`config.mk`:
```
export PLATFORM = sky130hd
export DESIGN_NAME = curve_gap_linear_fill_core
export DESIGN_NICKNAME = d
export VERILOG_FILES = /design/src/sv/gapf_pkg.sv /design/src/sv/gapf_div.sv /design/src/sv/gapf_dpath.sv /design/src/sv/gapf_ctrl.sv /design/src/sv/curve_gap_linear_fill_core.sv
export SDC_FILE = /design/constraint.sdc
export NUM_CORES = 1
export LEC_CHECK = 0
export CORE_MARGIN = 2
export CORE_UTILIZATION = 45
export CTS_BUF_LIST = sky130_fd_sc_hd__clkbuf_8
export DETAILED_ROUTE_END_ITERATION = 8
export DONT_BUFFER_PORTS = 1
export GPL_TIMING_DRIVEN = 0
export HOLD_SLACK_MARGIN = 0.15
export MAX_ROUTING_LAYER = met4
export PLACE_DENSITY = 0.67
export SYNTH_ARGS = -nofsm -noshare
export SYNTH_HDL_FRONTEND = slang
export SYNTH_SLANG_ARGS = --single-unit
```
`constraint.sdc`:
```
create_clock -name clk -period 5.32 [get_ports clk]
set_input_delay 0.266 -clock clk [delete_from_list [all_inputs] [get_ports clk]]
set_output_delay 0.266 -clock clk [all_outputs]
set_load 0.01 [all_outputs]
```
`src/sv/gapf_pkg.sv`:
```
// shared widths, routing codes and controller/datapath interface types for the gap fill core
package gapf_pkg;

    localparam int DATA_W      = 32;
    localparam int DIFF_W      = DATA_W + 1;
    localparam int GAP_W       = 6;
    localparam int DIVISOR_W   = GAP_W + 1;
    localparam int DIV_CNT_W   = $clog2(DIFF_W + 1);
    localparam int MAX_GAP_DEF = 63;

    // what an accepted sample leads to
    typedef enum logic [1:0] {
        ROUTE_HOLD = 2'd0,
        ROUTE_EMIT = 2'd1,
        ROUTE_DIV  = 2'd2
    } route_t;

    typedef struct packed {
        logic accept;
        logic div_run;
        logic emit;
    } gapf_cmd_t;

    typedef struct packed {
        route_t route;
        logic   div_done;
        logic   fill_zero;
        logic   out_free;
    } gapf_status_t;

endpackage

```
`src/sv/gapf_div.sv`:
```
// restoring divider, one quotient bit per cycle while run is high, for the interpolation step
module gapf_div (
    input  logic                                 clk,
    input  logic                                 rst_n,
    input  logic                                 start,
    input  logic                                 run,
    input  logic [gapf_pkg::DIFF_W-1:0]          dividend,
    input  logic [gapf_pkg::DIVISOR_W-1:0]       divisor,
    output logic [gapf_pkg::DIFF_W-1:0]          quotient,
    output logic                                 done
);

    logic [gapf_pkg::DIFF_W-1:0]    quo_reg, quo_next;
    logic [gapf_pkg::DIVISOR_W-1:0] rem_reg, rem_next;
    logic [gapf_pkg::DIVISOR_W-1:0] den_reg;
    logic [gapf_pkg::DIV_CNT_W-1:0] cnt_reg, cnt_next;
    logic [gapf_pkg::DIVISOR_W:0]   trial;
    logic                           fits;

    assign done  = (cnt_reg == gapf_pkg::DIV_CNT_W'(gapf_pkg::DIFF_W));
    assign trial = {rem_reg, quo_reg[gapf_pkg::DIFF_W-1]};
    assign fits  = (trial >= {1'b0, den_reg});

    always_comb
    begin
        quo_next = quo_reg;
        rem_next = rem_reg;
        cnt_next = cnt_reg;
        if (run && !done)
        begin
            quo_next = {quo_reg[gapf_pkg::DIFF_W-2:0], fits};
            rem_next = fits ? gapf_pkg::DIVISOR_W'(trial - {1'b0, den_reg})
                            : trial[gapf_pkg::DIVISOR_W-1:0];
            cnt_next = cnt_reg + 1'b1;
        end
    end

    always_ff @(posedge clk or negedge rst_n)
    begin
        if (!rst_n)
        begin
            cnt_reg <= '0;
        end
        else if (start)
        begin
            cnt_reg <= '0;
        end
        else
        begin
            cnt_reg <= cnt_next;
        end
    end

    always_ff @(posedge clk)
    begin
        if (start)
        begin
            quo_reg <= dividend;
            rem_reg <= '0;
            den_reg <= divisor;
        end
        else
        begin
            quo_reg <= quo_next;
            rem_reg <= rem_next;
        end
    end

    assign quotient = quo_reg;

endmodule

```
`src/sv/gapf_dpath.sv`:
```
// datapath: curve state, gap bookkeeping, step accumulation and output register
module gapf_dpath #(
    parameter int MAX_GAP = gapf_pkg::MAX_GAP_DEF
) (
    input  logic                              clk,
    input  logic                              rst_n,
    input  logic [gapf_pkg::DATA_W-1:0]       sample,
    input  logic                              end_of_curve,
    input  logic                              out_stall,
    input  gapf_pkg::gapf_cmd_t               cmd,
    output gapf_pkg::gapf_status_t            status,
    output logic                              out_valid,
    output logic [gapf_pkg::DATA_W-1:0]       value,
    output logic                              run_last,
    output logic                              curve_last,
    output logic                              overlong
);

    // curve state
    logic [gapf_pkg::DATA_W-1:0] anchor_reg;
    logic [gapf_pkg::GAP_W-1:0]  gap_reg;
    logic                        ovf_reg;
    logic                        start_reg;

    // current run
    logic [gapf_pkg::DATA_W-1:0] sample_reg;
    logic                        last_reg;
    logic                        ov_reg;
    logic [gapf_pkg::GAP_W-1:0]  fill_reg;
    logic [gapf_pkg::DATA_W-1:0] acc_reg;
    logic                        neg_reg;

    // output register
    logic                        out_valid_reg;
    logic [gapf_pkg::DATA_W-1:0] out_value_reg;
    logic                        out_run_last_reg;
    logic                        out_curve_last_reg;
    logic                        out_overlong_reg;

    logic                              s_zero;
    gapf_pkg::route_t                  route;
    logic [gapf_pkg::DIFF_W-1:0]       diff;
    logic [gapf_pkg::DIFF_W-1:0]       mag;
    logic [gapf_pkg::DIFF_W-1:0]       div_in;
    logic [gapf_pkg::DIVISOR_W-1:0]    divisor;
    logic [gapf_pkg::DIFF_W-1:0]       quotient;
    logic                              div_done;
    logic [gapf_pkg::DATA_W-1:0]       step;
    logic [gapf_pkg::DATA_W-1:0]       fill_value;
    logic                              out_free;

    assign s_zero  = (sample == '0);
    assign diff    = {sample[gapf_pkg::DATA_W-1], sample}
                   - {anchor_reg[gapf_pkg::DATA_W-1], anchor_reg};
    assign mag     = diff[gapf_pkg::DIFF_W-1] ? (~diff + 1'b1) : diff;
    assign div_in  = s_zero ? '0 : mag;
    assign divisor = {1'b0, gap_reg} + 1'b1;

    always_comb
    begin
        if (start_reg)
            route = gapf_pkg::ROUTE_EMIT;
        else if (s_zero && !end_of_curve)
            route = gapf_pkg::ROUTE_HOLD;
        else if (s_zero || gap_reg == '0)
            route = gapf_pkg::ROUTE_EMIT;
        else
            route = gapf_pkg::ROUTE_DIV;
    end

    gapf_div u_div (
        .clk      (clk),
        .rst_n    (rst_n),
        .start    (cmd.accept),
        .run      (cmd.div_run),
        .dividend (div_in),
        .divisor  (divisor),
        .quotient (quotient),
        .done     (div_done)
    );

    // truncation toward zero: quotient of the magnitude, sign of the difference
    assign step       = neg_reg ? (~quotient[gapf_pkg::DATA_W-1:0] + 1'b1)
                                : quotient[gapf_pkg::DATA_W-1:0];
    assign fill_value = acc_reg + step;
    assign out_free   = !out_valid_reg || !out_stall;

    assign status.route     = route;
    assign status.div_done  = div_done;
    assign status.fill_zero = (fill_reg == '0);
    assign status.out_free  = out_free;

    always_ff @(posedge clk or negedge rst_n)
    begin
        if (!rst_n)
        begin
            anchor_reg <= '0;
            gap_reg    <= '0;
            ovf_reg    <= 1'b0;
            start_reg  <= 1'b1;
        end
        else if (cmd.accept)
        begin
            if (route == gapf_pkg::ROUTE_HOLD)
            begin
                if (gap_reg < gapf_pkg::GAP_W'(MAX_GAP))
                    gap_reg <= gap_reg + 1'b1;
                else
                    ovf_reg <= 1'b1;
            end
            else
            begin
                anchor_reg <= end_of_curve ? '0 : sample;
                gap_reg    <= '0;
                ovf_reg    <= 1'b0;
                start_reg  <= end_of_curve;
            end
        end
    end

    always_ff @(posedge clk)
    begin
        if (cmd.accept)
        begin
            sample_reg <= sample;
            last_reg   <= end_of_curve;
            ov_reg     <= start_reg ? 1'b0 : ovf_reg;
            fill_reg   <= start_reg ? '0 : gap_reg;
            acc_reg    <= (start_reg || s_zero) ? '0 : anchor_reg;
            neg_reg    <= diff[gapf_pkg::DIFF_W-1];
        end
        else if (cmd.emit && fill_reg != '0)
        begin
            acc_reg  <= fill_value;
            fill_reg <= fill_reg - 1'b1;
        end
    end

    always_ff @(posedge clk or negedge rst_n)
    begin
        if (!rst_n)
        begin
            out_valid_reg <= 1'b0;
        end
        else if (cmd.emit)
        begin
            out_valid_reg <= 1'b1;
        end
        else if (!out_stall)
        begin
            out_valid_reg <= 1'b0;
        end
    end

    always_ff @(posedge clk)
    begin
        if (cmd.emit)
        begin
            out_overlong_reg <= ov_reg;
            if (fill_reg != '0)
            begin
                out_value_reg      <= fill_value;
                out_run_last_reg   <= 1'b0;
                out_curve_last_reg <= 1'b0;
            end
            else
            begin
                out_value_reg      <= sample_reg;
                out_run_last_reg   <= 1'b1;
                out_curve_last_reg <= last_reg;
            end
        end
    end

    assign out_valid  = out_valid_reg;
    assign value      = out_value_reg;
    assign run_last   = out_run_last_reg;
    assign curve_last = out_curve_last_reg;
    assign overlong   = out_overlong_reg;

endmodule

```
`src/sv/gapf_ctrl.sv`:
```
// controller state machine: accept, divide, emit sequencing
module gapf_ctrl (
    input  logic                   clk,
    input  logic                   rst_n,
    input  logic                   in_valid,
    output logic                   in_stall,
    input  gapf_pkg::gapf_status_t status,
    output gapf_pkg::gapf_cmd_t    cmd
);

    typedef enum logic [2:0] {
        ST_IDLE = 3'b001,
        ST_DIV  = 3'b010,
        ST_EMIT = 3'b100
    } state_t;

    state_t state_reg, state_next;

    always_comb
    begin
        state_next = state_reg;
        unique case (state_reg)
            ST_IDLE:
            begin
                if (in_valid)
                begin
                    unique case (status.route)
                        gapf_pkg::ROUTE_EMIT: state_next = ST_EMIT;
                        gapf_pkg::ROUTE_DIV:  state_next = ST_DIV;
                        default:              state_next = ST_IDLE;
                    endcase
                end
            end
            ST_DIV:
            begin
                if (status.div_done)
                    state_next = ST_EMIT;
            end
            ST_EMIT:
            begin
                if (status.out_free && status.fill_zero)
                    state_next = ST_IDLE;
            end
            default: state_next = ST_IDLE;
        endcase
    end

    always_ff @(posedge clk or negedge rst_n)
    begin
        if (!rst_n)
            state_reg <= ST_IDLE;
        else
            state_reg <= state_next;
    end

    assign in_stall    = (state_reg != ST_IDLE);
    assign cmd.accept  = (state_reg == ST_IDLE) && in_valid;
    assign cmd.div_run = (state_reg == ST_DIV);
    assign cmd.emit    = (state_reg == ST_EMIT) && status.out_free;

endmodule

```
`src/sv/curve_gap_linear_fill_core.sv`:
```
// top level of the curve gap linear fill core
//
//  channel   handshake                   payload
//  input     in_valid / in_stall         sample, end_of_curve
//  output    out_valid / out_stall       value, run_last, curve_last, overlong
//
// a zero sample inside a curve is accepted and gives no transaction
// a first sample, or a nonzero sample with no gap, is accepted, then emitted
// closing a gap of g zeros: the sample is accepted, then the 33-bit restoring
// divider makes one quotient bit per cycle, then one result per cycle follows while out_stall allows
// rst_n clears the controller, the curve state and the output valid asynchronously
// out_stall holds the output register and pauses the emit sequence while a result
// waits there; a new input transaction is taken while the last result of the
// previous one still waits
module curve_gap_linear_fill_core #(
    parameter int MAX_GAP = gapf_pkg::MAX_GAP_DEF
) (
    input  logic                          clk,
    input  logic                          rst_n,
    input  logic                          in_valid,
    output logic                          in_stall,
    input  logic [gapf_pkg::DATA_W-1:0]   sample,
    input  logic                          end_of_curve,
    output logic                          out_valid,
    input  logic                          out_stall,
    output logic [gapf_pkg::DATA_W-1:0]   value,
    output logic                          run_last,
    output logic                          curve_last,
    output logic                          overlong
);

    // command and status between the controller and the datapath
    gapf_pkg::gapf_cmd_t    cmd;
    gapf_pkg::gapf_status_t status;

    // controller: idle / divide / emit sequencing
    gapf_ctrl u_ctrl (
        .clk      (clk),
        .rst_n    (rst_n),
        .in_valid (in_valid),
        .in_stall (in_stall),
        .status   (status),
        .cmd      (cmd)
    );

    // datapath: anchor and gap tracking, step divider, fill accumulator, output register
    gapf_dpath #(
        .MAX_GAP (MAX_GAP)
    ) u_dpath (
        .clk          (clk),
        .rst_n        (rst_n),
        .sample       (sample),
        .end_of_curve (end_of_curve),
        .out_stall    (out_stall),
        .cmd          (cmd),
        .status       (status),
        .out_valid    (out_valid),
        .value        (value),
        .run_last     (run_last),
        .curve_last   (curve_last),
        .overlong     (overlong)
    );

endmodule
```
==> results.json, run 1 <==
{
  "status": "completed",
  "vias": 11800,
  "wl_per_cell_um": 20.8,
  "cts_tree": "built",
  "rsz0062_at_grt": "false",
  "synth_area_um2": 13800,
  "crit_path_start_kind": "flip-flop",
  "startpoint": "u_dpath.u_div.quotient[4]",
  "clk_pin_slew_worst_paths_ns": 0.07,
  "area_growth_pct": 12.6,
  "clk_path_buf_depth": 3,
  "holdCritStartpoint": "end_of_curve",
  "syn_avg_cell_area_um2": 9.46,
  "switching_share": 0.463,
  "grt_max_degree": 51,
  "p_per_area_nw_per_um2": 776,
  "critPathMaxStageDelay_ns": 0.48,
  "synth_most_common_cell": "nand2_1",
  "dp_cells": 1860,
  "fillers": 2797,
  "initial_utilization": 0.454,
  "crit_type": "flip-flop to flip-flop",
  "drc": 0,
  "slowest_stage": "edfxtp_1",
  "fp.dieArea_um2": 32100,
  "dp_hpwl_mm": 30.4,
  "synth_cell_types": 91,
  "insertion_delay_ns": 0.56,
  "synth_common_cells": "nand2_1 (184), edfxtp_1 (148), o21ai_0 (115)",
  "r2r-start": "u_dpath.u_div.quotient[4]",
  "combPwrFrac": 0.602,
  "synth_area_leaders": "edfxtp_1 (32%), dfrtp_1 (8.7%), ha_1 (7.2%)",
  "clock-sinks": 205,
  "syn_nets": 1582,
  "synth_largest_area_cell": "edfxtp_1",
  "worst_ep_arrival_time_ns": 5.11,
  "slew_headroom": 0.366,
  "postCtsSetupBuffers": 0,
  "setup_viol": 0,
  "antenna_found_initial": 0,
  "fp-row-count": 64,
  "power.leakage_nw": 6.00,
  "grt_pass1_wl_mm": 62.8,
  "core_um2": 30400,
  "grt_pass1_vias": 11100,
  "synth_top_area_frac": 0.321,
  "setup_slack_ns": 0.511,
  "synth_ff_type": "edfxtp_1",
  "tightest_slew_ns": 0.948,
  "synth-seq-area-share": 0.422,
  "drive_gt1_frac": 0.0676,
  "cpMostUsedCell": "xnor2_1",
  "slew_viol_final": 0,
  "drt-total-wl_mm": 40.8,
  "holdCritPathClass": "input pin to flip-flop",
  "numCtsBuffers": 37,
  "max_freq_mhz": 208,
  "p_seq_frac": 0.268,
  "final_nets": 1660,
  "p_int_mw": 6.48,
  "fin_worst_skew_ns": 0.0541,
  "end_kind": "flip-flop",
  "insertedDiodeCount": 0,
  "ant_nets": 0,
  "finalHoldViolations": 0,
  "num_io_pins": 74,
  "worstPathRequired_ns": 5.62,
  "post-place-ws_ns": 0.493,
  "post-route-min-period_ns": 4.81,
  "viasPerCell": 6.01,
  "pwr-share-clk": 0.131,
  "period_share": 0.904,
  "synthArstFlopShare": 0.244,
  "die_h_um": 179,
  "critical_path.cell_chain": "nor4_4 > nand2_1 > o21ai_0 > xnor2_1 > ha_1 > a211oi_1 > o211ai_1 > a41oi_1 > o21ai_1 > a2111oi_2 > o21bai_1 > o31a_1 > a221oi_1 > xnor2_1 > mux2_2",
  "stdcell_count": 1965,
  "portBuffers": 0,
  "drv_cap": 0,
  "grt_use_total": 0.262,
  "max-vdd-ir-drop_mv": 0.253,
  "path_max_fanout": 6,
  "syn_inst": 1462,
  "initialDrtViolationCount": 1141,
  "ys_seq_elements": 205,
  "drtPass1Iterations": 5,
  "overflow": 0,
  "die_x_um": 179,
  "synth-warning-count": 0,
  "place_congestion": 0.913,
  "synth_edf_count": 148,
  "p_sw_mw": 5.60,
  "root_buffer": "clkbuf_8",
  "h-tree-depth": 2,
  "largest_reg_flops": 33
}
==> layout by cell type, fill, tap and decap left out, types with 12 or more instances in the layout <==
master	Yosys	final
inv_1	75	84
a21o_1	22	22
nand2_1	184	182
clkbuf_1	52	52
nand2b_1	14	14
nand3_1	32	32
nand3b_1	35	35
nor3_1	30	30
dlygate4sd3_1	0	36
nor4_1	20	20
a31oi_1	15	15
xor2_1	35	35
a21oi_1	72	71
dfrtp_1	48	48
o31ai_1	26	26
a22o_1	32	32
nand4_1	23	23
edfxtp_1	148	148
clkbuf_8	0	44
o211ai_1	12	12
o21ai_0	115	115
nor2_1	88	88
xnor2_1	85	85
ha_1	80	80
or3_1	17	17
==> timing repair <==
action / in CTS / in global routing
endpoints found under the setup margin: 0 / 1
gates resized for setup: 0 / 1
hold endpoints to repair: 136 / 0
hold buffers: 37 / 0
==> power groups by stage <==
stage                     combinational (mW)  clock, mW  sequential, mW
after CTS                               7.15       1.60            3.21
after detailed placement                7.06          0            3.24
after global routing                    8.02       1.66            3.28
after floorplan                         5.36          0            3.09
after global placement                  6.92          0            3.24
final                                   7.27       1.58            3.23
==> worst max-delay path: cells and delay by family, from the launching register on <==
family	cells	cell delay, ns
simple gates	2	0.58
xor+xnor	2	0.34
mux	1	0.28
fa+ha+maj	1	0.35
compound gates	9	2.53
flops	1	0.48
==> cell families after synthesis <==
family                   Yosys count  share of synthesized area
AND/OR/NAND/NOR                  503                      0.181
AO/OA/AOI/OAI                    399                      0.193
flip-flops                       205                      0.422
buffers and inverters            138                     0.0386
XOR/XNOR                         122                     0.0784
adder cells (fa/ha/maj)           83                     0.0767
multiplexers                      12                    0.00914
==> metrics by stage <==
step                      setup TNS (ns)  area (um2)  power, mW  hold slack, ns   util
after detailed placement               0       14400       10.3         -0.0278  0.473
after global placement            -10.37       14300       10.2         -0.0280  0.471
after CTS                              0       15600       12.0           0.158  0.511
after floorplan                        0       13800       8.45         -0.0296      -
final                                  0       15600       12.1           0.189  0.512
after global routing                   0       15600       13.0           0.196  0.512
==> worst paths after layout <==
kind	end	cells after the start	slack, ns
min in group asynchronous	u_dpath.anchor_reg[6]	2	0.21
min	u_dpath.start_reg	3	0.19
max	u_dpath.value[30]	15	0.51
min reg2reg	u_dpath.overlong	0	0.42
max in group asynchronous	u_ctrl.state_reg[0]	2	4.74
max reg2reg	u_dpath.value[30]	15	0.51
==> per-layer routing <==
metal / wire (um) / global-route usage / part of all wire / vias to the layer above
met3: 3140 / 0.0373 / 0.077 / 79
met4: 1470 / 0.0968 / 0.036 / 0
met5: 0 / - / 0 / -
met1: 17700 / 0.359 / 0.43 / 5657
li1: - / - / - / 5587
met2: 18500 / 0.396 / 0.45 / 477
==> layout make-up <==
cell class	count	area, um2	area share
Clock buffer	44	606	0.0389
Multi-Input combinational cell	1119	7480	0.480
Timing Repair Buffer	39	435	0.0280
Inverter	75	282	0.0181
Clock inverter	24	181	0.0117
Buffer	63	253	0.0162
Sequential cell	205	5840	0.375
Tap cell	396	495	0.0318
No activity file was read; power rests on OpenSTA's default activity.
==> inputs of run 2 (changes only) <==
--- a/config.mk
+++ b/config.mk
@@ -13,7 +13,7 @@
 export GPL_TIMING_DRIVEN = 0
 export HOLD_SLACK_MARGIN = 0.15
 export MAX_ROUTING_LAYER = met4
-export PLACE_DENSITY = 0.67
+export PLACE_DENSITY = 0.69
 export SYNTH_ARGS = -nofsm -noshare
 export SYNTH_HDL_FRONTEND = slang
 export SYNTH_SLANG_ARGS = --single-unit
==> constraint.sdc (replaced) <==
create_clock -name clk -period 4.3 [get_ports clk]
set_input_delay 0.215 -clock clk [delete_from_list [all_inputs] [get_ports clk]]
set_output_delay 0.215 -clock clk [all_outputs]
set_load 0.01 [all_outputs]
==> run 2 against run 1 <==
Setup slack lost 0.50 ns. Non-clock buffer count up 20. Cell count is 0.92% higher. Largest cell class unchanged.
==> results.json, run 2 (synthesis gave the netlist of run 1 again) <==
{
  "worstPathRequired_ns": 4.59,
  "finalHoldViolations": 0,
  "dp_hpwl_mm": 30.2,
  "regToRegEndpoint": "u_dpath.value[30]",
  "drtPass1Iterations": 7,
  "p_sw_mw": 7.17,
  "end_kind": "flip-flop",
  "drv_cap": 0,
  "initial_utilization": 0.454,
  "numCtsBuffers": 36,
  "h-tree-depth": 2,
  "num_io_pins": 74,
  "place_area_um2": 14400,
  "die_h_um": 179,
  "crit_type": "flip-flop to flip-flop",
  "p_per_area_nw_per_um2": 971,
  "holdWs_ns": 0.161,
  "clock-sinks": 205,
  "slew_headroom": 0.363,
  "grt_pass1_wl_mm": 62.7,
  "initialDrtViolationCount": 1133,
  "fin_worst_skew_ns": 0.0338,
  "power.leakage_nw": 6.15,
  "drive_gt1_frac": 0.0983,
  "insertedDiodeCount": 0,
  "crit_path_start_kind": "flip-flop",
  "met2_usage": 0.405,
  "tightest_slew_ns": 0.951,
  "period_share": 0.998,
  "wl_per_cell_um": 20.6,
  "power_mw": 15.4,
  "pwr-share-clk": 0.121,
  "vias": 12000,
  "setup_viol": 0,
  "met1_usage": 0.345,
  "rsz0062_at_grt": "true",
  "path_max_fanout": 4,
  "grt_max_degree": 51,
  "reg2reg_depth": 15,
  "most-common-layout-cells": "nand2_1 (182), edfxtp_1 (148), o21ai_0 (106), nor2_1 (88), inv_1 (85)",
  "die_x_um": 179,
  "clk_pin_slew_worst_paths_ns": 0.07,
  "grt_pass1_vias": 11300,
  "max-vdd-ir-drop_mv": 0.365,
  "status": "completed",
  "worst_ep_arrival_time_ns": 4.58,
  "max_freq_mhz": 233,
  "viasPerCell": 6.04,
  "fp.dieArea_um2": 32100,
  "fp-row-count": 64,
  "overflow": 0,
  "drc": 0,
  "fin_setup_tns_ns": 0,
  "combPwrFrac": 0.619,
  "p_int_mw": 8.26,
  "busiest_layer": "met2",
  "root_buffer": "clkbuf_8",
  "antenna_found_initial": 0,
  "core_um2": 30400,
  "final_nets": 1679,
  "fillers": 2715,
  "slew_viol_final": 0,
  "place_congestion": 0.954,
  "area_growth_pct": 15.0,
  "largest_reg_flops": 33,
  "insertion_delay_ns": 0.56,
  "drt-total-wl_mm": 40.9,
  "r2r-start": "u_dpath.u_div.quotient[2]",
  "portBuffers": 0,
  "switching_share": 0.465,
  "p_seq_frac": 0.260,
  "design_area_um2": 15900,
  "post-route-min-period_ns": 4.29,
  "holdCritPathClass": "input pin to async pin",
  "grt_use_total": 0.259,
  "ant_nets": 0,
  "cts_tree": "built",
  "clk_path_buf_depth": 3,
  "mostFrequentLayoutCell": "nand2_1",
  "rrSetupSlack_ns": 0.01,
  "groute.layer.met3.usage": 0.0397
}
[run 2: changes by cell type in the layout (fill, tap and decap cells not counted), moves of 4 or more]
cell,change
buf_4,+19
clkbuf_1,-4
clkbuf_2,+4
o21ai_0,-9
o21ai_1,+6
o41ai_1,-4
[run 2: area by class of cell]
| class | count | area (um2) | area share |
|---|---|---|---|
| multi-input combinational | 1119 | 7680 | 0.483 |
| sequential | 205 | 5840 | 0.367 |
| timing repair buffer | 59 | 606 | 0.0381 |
| clock buffer | 41 | 564 | 0.0355 |
| tap | 396 | 495 | 0.0312 |
| inverter | 75 | 282 | 0.0177 |
| buffer | 63 | 258 | 0.0162 |
| clock inverter | 25 | 179 | 0.0113 |
[run 2: what timing repair did]
action	in CTS	in global routing
buffers inserted	8	11
hold buffers	37	0
endpoints found under the setup margin	16	17
pin swaps	10	12
resized for setup	17	32
endpoints found under the hold margin	136	0
[run 2: worst max-delay path, stage by stage (launching register included)]
cell,delay [ns]
edfxtp_1,0.44
nor4_4,0.36
nand2_1,0.11
o21ai_1,0.17
xnor2_1,0.19
ha_1,0.32
a211oi_1,0.28
o211ai_1,0.18
a41oi_2,0.36
o21ai_4,0.16
a2111oi_4,0.40
o21bai_2,0.10
o31a_1,0.28
a221oi_2,0.29
xnor2_2,0.12
mux2_2,0.27
[run 2: power groups by stage]
stage,Sequential [mW],Combinational (mW),Clock [mW]
floorplan,3.82,6.64,0
global placement,4.01,8.52,0
detailed placement,4.01,8.73,0
CTS,3.98,9.01,1.88
global route,4.07,10.4,1.96
finish,4.01,9.56,1.86
[run 2: worst max-delay path by stage]
| stage | start | to | slack, ns | cells after the start |
|---|---|---|---|---|
| 2_1_floorplan | u_dpath.u_div.quotient[4] | u_dpath.value[30] | 0.20 | 15 |
| 3_3_place_gp | u_ctrl.state_reg[1] | u_dpath.fill_reg[4] | -1.34 | 5 |
| 3_5_place_dp | u_dpath.u_div.quotient[4] | u_dpath.value[30] | -0.59 | 15 |
| 4_1_cts | u_dpath.u_div.quotient[3] | u_dpath.value[30] | 0.002 | 15 |
| 5_1_grt | u_dpath.u_div.quotient[2] | u_dpath.value[30] | -0.16 | 17 |
| 6_report | u_dpath.u_div.quotient[2] | u_dpath.value[30] | 0.01 | 15 |
[run 2: metal layers]
| metal | wire length, um | up-vias |
|---|---|---|
| met5 | 0 | - |
| met4 | 1470 | 0 |
| met3 | 2890 | 96 |
| met2 | 18700 | 459 |
| met1 | 17900 | 5810 |
| li1 | - | 5612 |
[run 2: stage by stage]
stage           util  setup WS (ns)  std cells
2_1_floorplan      -          0.196       1462
3_3_place_gp   0.471          -1.34       1858
3_5_place_dp   0.473         -0.587       1860
4_1_cts        0.515        0.00210       1971
5_1_grt        0.522         -0.157       1983
6_report       0.522        0.00952       1983
